===== src/hdl/lav_pkg.sv =====
// shared constants and types for the look-at view matrix block
// no dependencies; imported by every module of the block
`timescale 1ns / 1ps
`default_nettype none
package lav_pkg;

  // the largest normalised magnitude lies in [2^(NORM_TOP-1), 2^NORM_TOP)
  localparam int NORM_TOP   = 30;
  localparam int ROOT_BITS  = NORM_TOP + 1;
  localparam int SQ_WIDTH   = 2 * NORM_TOP + 2;

  typedef logic [1:0] row_t;

  localparam row_t ROW_X = 2'd0;
  localparam row_t ROW_Y = 2'd1;
  localparam row_t ROW_Z = 2'd2;

endpackage
`default_nettype wire


===== src/hdl/lav_rows.sv =====
// row sender: holds one finished matrix and hands out its three rows in order
// depends on lav_pkg; acts as the output register of the block
`timescale 1ns / 1ps
`default_nettype none
module lav_rows #(
  parameter int COORD_WIDTH = 32,
  parameter int FRAC_BITS   = 16,
  parameter int OUT_DW      = 88
) (
  input  wire                           clk,
  input  wire                           rst_n,
  input  wire                           item_valid,
  output logic                          item_ready,
  input  wire signed [FRAC_BITS+1:0]    item_axis [3][3],
  input  wire signed [COORD_WIDTH-1:0]  item_col3 [3],
  output logic                          out_tvalid,
  input  wire                           out_tready,
  output logic [OUT_DW-1:0]             out_tdata,
  output logic                          out_tlast,
  output logic [1:0]                    out_tuser
);
  import lav_pkg::*;

  localparam int UW = FRAC_BITS + 2;

  logic                        busy_r;
  row_t                        cnt_r;
  logic signed [UW-1:0]        ax_r [3][3];
  logic signed [COORD_WIDTH-1:0] c3_r [3];
  logic                        take;
  logic [UW-1:0]               s0, s1, s2;
  logic [COORD_WIDTH-1:0]      s3;

  assign item_ready = !busy_r || (out_tready && cnt_r == ROW_Z);
  assign take       = item_valid && item_ready;

  always_ff @(posedge clk) begin
    if (!rst_n) begin
      busy_r <= 1'b0;
      cnt_r  <= ROW_X;
    end else if (take) begin
      busy_r <= 1'b1;
      cnt_r  <= ROW_X;
    end else if (busy_r && out_tready) begin
      if (cnt_r == ROW_Z) begin
        busy_r <= 1'b0;
      end else begin
        cnt_r <= cnt_r + 2'd1;
      end
    end
  end

  always_ff @(posedge clk) begin
    if (take) begin
      ax_r <= item_axis;
      c3_r <= item_col3;
    end
  end

  always_comb begin
    case (cnt_r)
      ROW_X: begin
        s0 = ax_r[0][0]; s1 = ax_r[0][1]; s2 = ax_r[0][2]; s3 = c3_r[0];
      end
      ROW_Y: begin
        s0 = ax_r[1][0]; s1 = ax_r[1][1]; s2 = ax_r[1][2]; s3 = c3_r[1];
      end
      default: begin
        s0 = ax_r[2][0]; s1 = ax_r[2][1]; s2 = ax_r[2][2]; s3 = c3_r[2];
      end
    endcase
  end

  assign out_tvalid = busy_r;
  assign out_tuser  = cnt_r;
  assign out_tlast  = cnt_r == ROW_Z;
  assign out_tdata  = OUT_DW'({s3, s2, s1, s0});

endmodule
`default_nettype wire


===== config.mk =====
export PLATFORM = sky130hd
export DESIGN_NAME = lav_rows
export DESIGN_NICKNAME = d
export VERILOG_FILES = /design/src/hdl/lav_pkg.sv /design/src/hdl/lav_rows.sv
export SDC_FILE = /design/constraint.sdc
export NUM_CORES = 1
export LEC_CHECK = 0
export BUFFER_PORTS_ARGS = -buffer_cell sky130_fd_sc_hd__buf_2
export CAP_MARGIN = 20
export CORE_MARGIN = 4
export CORE_UTILIZATION = 45
export CTS_CLUSTER_DIAMETER = 30
export DETAILED_ROUTE_END_ITERATION = 12
export HOLD_SLACK_MARGIN = 0.05
export PLACE_DENSITY = 0.81
export SYNTH_ARGS = -nofsm -noshare
export SYNTH_HDL_FRONTEND = slang
export SYNTH_SLANG_ARGS = --single-unit

===== constraint.sdc =====
create_clock -name clk -period 31.7 [get_ports clk]
set_input_delay 1.585 -clock clk [delete_from_list [all_inputs] [get_ports clk]]
set_output_delay 1.585 -clock clk [all_outputs]
set_load 0.01 [all_outputs]

## Word-level counts from Yosys, hierarchy flattened

Index checks and enable logic that the tools add are counted.

- Register bits: 261
- Input port bits: 262
- Word-level logic and storage cells: 37

- Bitwise logic cells: 2
- Add/subtract/negate cells: 1
- Equal/unequal tests: 2
- Reduce and logical (&&, ||, !) cells: 11
- Mux-type cells: 7

Operator list:

| cell | count |
|---|---|
| $pmux 18 s2 | 3 |
| $pmux 32 s2 | 1 |
| $reduce_and 2->1 | 2 |
| $reduce_bool 2->1 | 2 |
| $logic_and 1x1->1 | 3 |
| $mux 1 | 3 |
| $add 2x1->2 const B | 1 |
| $eq 2x1->1 const B | 1 |
| $eq 2x2->1 const B | 1 |
| $logic_not 2->1 | 1 |
| $not 1->1 | 2 |
| $reduce_or 2->1 | 1 |
| $logic_not 1->1 | 1 |
| $logic_or 1x1->1 | 1 |

## Depth between registers and ports, before layout

Gate-level depths: netlist (run 1).

- Word-level depth: 6
- Gate-level depth with buffers: 8
- Mapped depth without buffers: 5

## Worst setup path after synthesis (run 1)

Ideal clock, no wire load.

- Kind: input to register
- Start: in out_tready
- End: reg ax_r[0] (netlist name) (enable)
- Required time: 30.817 ns
- Arrival time: 12.424 ns
- Stages: 2
- Path slack: 18.393 ns
- Path through: a21boi_0 nor2_1

- Word-level cells in the longest chain between the ends: 3

RTL lines:

| what | line | text |
|---|---|---|
| from (decl) | lav_rows.sv:17 | `input wire out_tready,` |
| $logic_and 1x1->1 | lav_rows.sv:34 | `assign item_ready = !busy_r \|\| (out_tready && cnt_r == ROW_Z);` |
| $logic_or 1x1->1 | lav_rows.sv:34 |  |
| $logic_and 1x1->1 | lav_rows.sv:35 | `assign take = item_valid && item_ready;` |
| named net take | lav_rows.sv:30 | `logic take;` |
| to (signal assigned) | lav_rows.sv:55 | `ax_r <= item_axis;` |
| to (decl) | lav_rows.sv:28 | `logic signed [UW-1:0] ax_r [3][3];` |

The timed path passes the listed nets, and every way through them passes these cells.
A chain may end at the register's enable or synchronous reset.

## Final worst setup path (run 1)

- Start: reg cnt_r[0] (netlist: out_tuser[0])
- End: out out_tdata[3]

- Word-level cells in the longest chain between the ends: 2
- Elaborated cells between the ends (all ways): 3
- Those cells by class: 1 x eq/ne; 1 x mux; 1 x reduce/logical

RTL lines:

| what | line | text |
|---|---|---|
| from (decl) | lav_rows.sv:27 | `row_t cnt_r;` |
| from (signal assigned) | lav_rows.sv:48 | `cnt_r <= cnt_r + 2'd1;` |
| $eq 2x1->1 or $logic_not 2->1 (tied branches) | lav_rows.sv:61 | `case (cnt_r)` |
| $pmux 18 s2 * | lav_rows.sv:61 |  |
| to (decl) | lav_rows.sv:18 | `output logic [OUT_DW-1:0] out_tdata,` |

Mark *: on every way between the ends. The rest lies on a longest branch, timed or not.

==> results of run 1 <==
[per-stage QoR]
| stage | instance area (µm²) | setup WS (ps) | instances |
|---|---|---|---|
| 6_report | 13100 | 27050 | 1251 |
| 5_1_grt | 13100 | 26870 | 1251 |
| 4_1_cts | 13000 | 26690 | 1249 |
| 3_5_place_dp | 11400 | 27180 | 1166 |
| 3_3_place_gp | 11400 | 27280 | 1166 |
| 2_1_floorplan | 9460 | 18390 | 569 |
[cell type report]
class                   count  area, µm²  share of cell area
clock buffers              49       1180              0.0906
clock inverters            34        419              0.0321
inverters                   4       15.0             0.00115
multi-input cells         273       1440               0.110
flip-flops and latches    261       7810               0.598
well taps                 270        338              0.0259
repair buffers            360       1860               0.143
[power by group through the flow]
stage / registers, µW / clock network, µW / logic, µW
final: 409 / 496 / 65.5
after global routing: 410 / 525 / 72.2
after CTS: 409 / 505 / 65.5
after detailed placement: 416 / 0 / 64.4
after global placement: 415 / 0 / 62.7
after floorplan: 421 / 0 / 30.7
[cells by family (layout without fill, tap and decap cells)]
logic type,after synthesis,in the layout,synth area share
XOR/XNOR,1,1,0.000926
other,1,2,0.000397
AO/OA/AOI/OAI,89,89,0.0704
adder cells (fa/ha/maj),3,3,0.00397
buffers and inverters,35,447,0.0262
AND/OR/NAND/NOR,177,177,0.0714
multiplexers,1,1,0.00106
flip-flops,261,261,0.826
[metal layers]
metal | up-vias | part of all wire
li1 | 2915 | -
met1 | 3026 | 0.36
met2 | 360 | 0.51
met3 | 52 | 0.10
met4 | 0 | 0.029
met5 | - | 0
[cells in the mapped netlist, drive strengths merged]
| master | n |
|---|---|
| edfxtp | 258 |
| nand2 | 172 |
| a22oi | 86 |
| buf | 27 |
| clkbuf | 4 |
| inv | 4 |
| nor2 | 4 |
| dfxtp | 3 |
| ha | 3 |
| a21boi | 1 |
| conb | 1 |
| mux2i | 1 |
| nand3b | 1 |
| o21a | 1 |
| o21ai | 1 |
| xnor2 | 1 |
[worst max-delay path: stages, from the launching register on]
cell and delay (ps):
sky130_fd_sc_hd__dfxtp_1 380, sky130_fd_sc_hd__inv_1 130, sky130_fd_sc_hd__ha_4 370, sky130_fd_sc_hd__nor2_4 520, sky130_fd_sc_hd__buf_16 240, sky130_fd_sc_hd__buf_4 450
sky130_fd_sc_hd__nand2_1 120, sky130_fd_sc_hd__nand2_1 120, sky130_fd_sc_hd__buf_2 150
[registers in the layout, indices dropped and copies added (netlist names)]
name	flops
ax_r	162
c3_r	96
out_tuser	2
out_tvalid	1
[path summary, 6_finish.rpt]
| kind | slack, ps | startpoint | to |
|---|---|---|---|
| worst max-delay path | 27050 | out_tuser[0] | out_tdata[3] |
| worst min-delay path | 560 | out_tuser[1] | out_tuser[1] |
| worst max register to register | 28140 | out_tuser[0] | ax_r[1] |
| worst min register to register | 560 | out_tuser[1] | out_tuser[1] |
==> results.json, run 1 <==
{
  "layer_with_the_highest_usage": "met2",
  "floorplan.initialDensity": 0.463,
  "clock_latency_ps": 510,
  "cts_tree": "yes",
  "mostFrequentLayoutCells": "352 x sky130_fd_sc_hd__buf_2, 258 x sky130_fd_sc_hd__edfxtp_1, 172 x sky130_fd_sc_hd__nand2_1, 86 x sky130_fd_sc_hd__a22oi_1, 47 x sky130_fd_sc_hd__clkbuf_16",
  "cts-root-to-sink-buffers": 3,
  "crit_type": "flip-flop to primary output",
  "final.min_clock_period_ps": 4650,
  "synth_top_cell_area_share": 0.819,
  "drt.antenna.violating_nets": 0,
  "place.port_buffers": 352,
  "final_common_cell": "sky130_fd_sc_hd__buf_2",
  "globalRouteMet1Util": 0.224,
  "max_freq_ghz": 0.215,
  "drv_cap": 0,
  "drt_via_density": 5.08,
  "first_pass_iters": 5,
  "grt_start_max_net_pins": 91,
  "clockRootBuffer": "sky130_fd_sc_hd__clkbuf_16",
  "average_size_of_a_mapped_cell_um2": 16.6,
  "min_period_over_period": 0.147,
  "netSwitchingFraction": 0.210,
  "grt_pass1_wl_um": 36100,
  "finalHoldViolCount": 0,
  "finClkSkew_ps": 13.9,
  "finish.net_count": 1210,
  "detailed_place_hpwl_um": 15700,
  "area_added_between_synthesis_and_finish_pct": 38.1,
  "layout-drive-gt1-share": 0.450,
  "synthesis.area_um2": 9460,
  "endpoint_kind": "primary output",
  "drt-total-wl_um": 23600,
  "drt-initial-drc-count": 394,
  "leakage_uw": 0.00548,
  "setup_violations": 0,
  "r2r_cells": 6,
  "min_path_cells": 2,
  "cts-buffers-inserted": 45,
  "synth_top_cell_by_area": "sky130_fd_sc_hd__edfxtp_1",
  "num-fill-cells": 1404,
  "totalNegativeSetupSlack_ps": 0,
  "dieWidth_um": 153,
  "slew_headroom": 0.310,
  "clock_sinks": 261,
  "die_y_um": 153,
  "ys_seq_area_frac": 0.826,
  "cts_hold_buffers": 0,
  "p_switching_uw": 204,
  "final-max-slew-violation-count": 0,
  "timing.critical_path.required_ps": 30120,
  "critical_path_peak_fanout": 49,
  "sequentialPowerShare": 0.421,
  "p_comb_frac": 0.068,
  "groute.layer.met2.usage": 0.346,
  "die_area_um2": 23400,
  "row_count": 52,
  "design_power_total_uw": 971,
  "finish.utilization": 0.639,
  "post_synth_main_area_contributors": "sky130_fd_sc_hd__edfxtp_1 82%, sky130_fd_sc_hd__a22oi_1 6.8%, sky130_fd_sc_hd__nand2_1 6.8%",
  "synthDistinctLibCells": 19,
  "worst_setup_hold_path_clk_slew_ps": 50,
  "gp_congestion": 0.936,
  "p_per_area_nw_per_um2": 74.3,
  "antenna_cells_inserted": 0,
  "floorplan.io_pins": 355,
  "power.internal_uw": 767,
  "cts_post_setup_buffers_inserted": 0,
  "cp_data_arrival_time_ps": 3060,
  "first_global_vias": 6705,
  "holdCritPathClass": "flip-flop to flip-flop",
  "global_route.usage.met3": 0.0597,
  "grt_setup_unrepaired": "no",
  "maximum_vdd_ir_drop_mv": 0.0503,
  "run_status": "finished clean",
  "hold-worst-slack_ps": 564,
  "htree_levels": 2,
  "core_um2": 20400,
  "wire_length_per_cell_um": 18.9,
  "worstMarginPinSlew_ps": 1030,
  "syn_inst": 568,
  "grt_overflow": 0,
  "grtUsageTotal": 0.196,
  "synth-seq-cells": 261,
  "antenna_found_initial": 0,
  "drc": 0,
  "clock_power_share": 0.511,
  "critical_path.startpoint_type": "flip-flop",
  "detailroute.via_count": 6353,
  "cts-resized-gates": 0,
  "yosys_warnings": 0
}
Note: power is estimated with default switching activity, not from simulation.
==> inputs of run 2 (changes only) <==
- clock period: 31.7 -> 4.5 ns (I/O delays scaled with it)
==> run 2 against run 1 <==
- the flow now stops in clock tree synthesis
- synthesized cell count is the same
- synthesized area unchanged
==> results.json, run 2 <==
{
  "run_status": "aborted with a tool error",
  "failed_stage": "clock tree synthesis",
  "flow.first_error": "[ERROR RSZ-0060] Max buffer count reached.",
  "average_size_of_a_mapped_cell_um2": 16.6,
  "cts-buffers-inserted": 43,
  "synth_top_cell_by_area": "sky130_fd_sc_hd__edfxtp_1",
  "commonest_cells_in_the_synthesized_netlist": "258 x sky130_fd_sc_hd__edfxtp_1, 172 x sky130_fd_sc_hd__nand2_1, 86 x sky130_fd_sc_hd__a22oi_1",
  "floorplan.initialDensity": 0.463,
  "gp_congestion": 0.853,
  "die_y_um": 153,
  "cts-root-to-sink-buffers": 3,
  "cts_hold_buffers": 250,
  "number_of_synthesized_flops_with_an_enable_pin": 258,
  "post-synth-top-count-cell": "sky130_fd_sc_hd__edfxtp_1",
  "dominantRegCellSynth": "sky130_fd_sc_hd__edfxtp_1",
  "synth-seq-cells": 261,
  "syn_inst": 568,
  "row_count": 52,
  "yosys_warnings": 0,
  "synthesis.area_um2": 9460,
  "synthDistinctLibCells": 19,
  "cts-resized-gates": 0,
  "place.port_buffers": 352,
  "cts_post_setup_buffers_inserted": 0,
  "htree_levels": 2,
  "synth_top_cell_area_share": 0.819,
  "post_synth_main_area_contributors": "sky130_fd_sc_hd__edfxtp_1 82%, sky130_fd_sc_hd__a22oi_1 6.8%, sky130_fd_sc_hd__nand2_1 6.8%",
  "synth-async-reset-ratio": 0,
  "placedInstanceArea_um2": 11500,
  "clock_sinks": 261,
  "detailed_place_hpwl_um": 16000,
  "ys_seq_area_frac": 0.826,
  "floorplan.io_pins": 355,
  "dieWidth_um": 153,
  "clockRootBuffer": "sky130_fd_sc_hd__clkbuf_16"
}
run 2: per-stage QoR:
step                      setup slack (ps)  cells  hold WS, ps
after global placement                1850   1167          401
after floorplan                       -377    569          324
after detailed placement              1800   1167          403
run 2: cells by family after synthesis:
family,after synthesis,share of synthesized area
AOI/OAI and AO/OA,89,0.0704
xor gates and xnor gates,1,0.000926
adders and majority gates,3,0.00397
buffers and inverters,35,0.0262
DFF,261,0.826
muxes,1,0.00106
other,1,0.000397
and+or+nand+nor,177,0.0714
==> inputs of run 3 (changes only) <==
- CORE_UTILIZATION: 45 -> 30
- CTS_CLUSTER_DIAMETER: 30 -> default
- HOLD_SLACK_MARGIN: 0.05 -> default
- PLACE_DENSITY: 0.81 -> default
- PLACE_DENSITY_LB_ADDON: default -> 0.15
==> run 3 against run 2 <==
- the run now ends clean
==> results.json, run 3 (same netlist as run 1, synthesis figures left out) <==
{
  "die_y_um": 186,
  "cts-root-to-sink-buffers": 3,
  "largest_register_ff_count": 162,
  "final_common_cell": "sky130_fd_sc_hd__buf_2",
  "drt-initial-drc-count": 344,
  "detailed_place_hpwl_um": 17000,
  "htree_levels": 1,
  "netSwitchingFraction": 0.218,
  "p_switching_uw": 1290,
  "grt_setup_unrepaired": "no",
  "finalHoldViolCount": 0,
  "max_freq_ghz": 0.335,
  "timing.hold.worst.start": "out_tready",
  "cts_post_setup_buffers_inserted": 0,
  "grt_start_max_net_pins": 86,
  "row_count": 64,
  "layout-drive-gt1-share": 0.343,
  "timing.critical_path.required_ps": 4280,
  "floorplan.io_pins": 355,
  "final-max-slew-violation-count": 0,
  "die_area_um2": 34400,
  "min_period_over_period": 0.663,
  "clock_latency_ps": 530,
  "critical_path.startpoint_type": "flip-flop",
  "first_pass_iters": 4,
  "dieWidth_um": 186,
  "clock_sinks": 261,
  "cts_hold_buffers": 260,
  "antenna_found_initial": 0,
  "floorplan.initialDensity": 0.307,
  "holdCritPathClass": "input port to flip-flop",
  "slew_headroom": 0.458,
  "p_per_area_nw_per_um2": 387,
  "drt.antenna.violating_nets": 0,
  "power.internal_uw": 4600,
  "wire_length_per_cell_um": 17.2,
  "finish.net_count": 1457,
  "drc": 0,
  "cp_data_arrival_time_ps": 2760,
  "detailroute.via_count": 7026,
  "r2r_cells": 5,
  "worst_min_delay_path_endpoint": "out_tuser[1]",
  "clock_power_share": 0.401,
  "min_path_cells": 4,
  "run_status": "finished clean",
  "finClkSkew_ps": 15.3,
  "area_added_between_synthesis_and_finish_pct": 60.8,
  "grt_pass1_wl_um": 41400,
  "clockRootBuffer": "sky130_fd_sc_hd__clkbuf_16",
  "finish.utilization": 0.493,
  "setup_violations": 0,
  "worstMarginPinSlew_ps": 812,
  "grtUsageTotal": 0.154,
  "maximum_vdd_ir_drop_mv": 0.317,
  "leakage_uw": 0.00628,
  "regToRegStartpoint": "out_tuser[0]",
  "place.port_buffers": 352,
  "num-fill-cells": 2705,
  "final.min_clock_period_ps": 2980,
  "worst_setup_hold_path_clk_slew_ps": 60,
  "critical_path_peak_fanout": 46,
  "hold-worst-slack_ps": 199,
  "core_um2": 30800,
  "ff2ff_setup_slack_ps": 2210,
  "drt-total-wl_um": 27800,
  "cts-resized-gates": 0,
  "mostFrequentLayoutCells": "352 x sky130_fd_sc_hd__buf_2, 260 x sky130_fd_sc_hd__dlygate4sd3_1, 258 x sky130_fd_sc_hd__edfxtp_1, 172 x sky130_fd_sc_hd__nand2_1, 86 x sky130_fd_sc_hd__a22oi_1",
  "cts-buffers-inserted": 29,
  "sequentialPowerShare": 0.488,
  "cts_tree": "yes",
  "p_comb_frac": 0.112,
  "drt_via_density": 4.36,
  "endpoint_kind": "primary output",
  "cp-startpoint": "out_tuser[1]",
  "drv_cap": 0,
  "totalNegativeSetupSlack_ps": 0,
  "antenna_cells_inserted": 0,
  "crit_type": "flip-flop to primary output",
  "gp_congestion": 0.729,
  "registers.top_by_ff_count": "ax_r",
  "grt_overflow": 0,
  "first_global_vias": 7629,
  "end_of_the_worst_register_to_register_path": "ax_r[105]"
}
[run 3: power by group through the flow]
stage                     clock (µW)  combinational, µW  sequential, µW
after floorplan                    0                219            2930
after global placement             0                475            2920
after detailed placement           0                478            2920
after CTS                       2440                663            2870
after global routing            2540                722            2880
final                           2360                657            2870
[run 3: routing by layer]
metal  global-route usage  share of wire  vias up
met4               0.0353          0.016        0
li1                     -              -     3384
met2                0.250           0.46      288
met3               0.0403          0.083       37
met1                0.210           0.44     3317
met5                    0              0        -
[run 3: worst max-delay path: stages (launching register included)]
cell	delay, ps
sky130_fd_sc_hd__dfxtp_2	350
sky130_fd_sc_hd__inv_1	140
sky130_fd_sc_hd__ha_4	570
sky130_fd_sc_hd__buf_4	610
sky130_fd_sc_hd__a22oi_1	190
sky130_fd_sc_hd__nand2_1	140
sky130_fd_sc_hd__buf_2	140
[run 3: worst max path at each step]
stage                          endpoint  depth (start not counted)  slack, ps
after floorplan                 ax_r[0]                          4       -380
after global placement    out_tdata[16]                          6       2060
after detailed placement  out_tdata[16]                          6       2060
after CTS                 out_tdata[16]                          6       1440
after global routing      out_tdata[61]                          6       1290
final                     out_tdata[63]                          6       1520
[run 3: layout make-up]
cell class	instances	area, µm²	share of cell area
clock buffer	41	811	0.0533
clock inverter	12	146	0.00962
inverter	4	15.0	0.000987
multi-input combinational	273	1460	0.0961
sequential	261	7810	0.513
tap	396	495	0.0326
timing repair buffer	623	4470	0.294
[run 3: stage by stage]
stage	cell area, µm²	power, µW	cells	setup WS [ps]
floorplan	9490	3150	569	-377
global placement	11700	3400	1297	2060
detailed placement	11700	3400	1297	2060
CTS	15200	5980	1610	1440
global route	15200	6150	1610	1290
finish	15200	5890	1610	1520
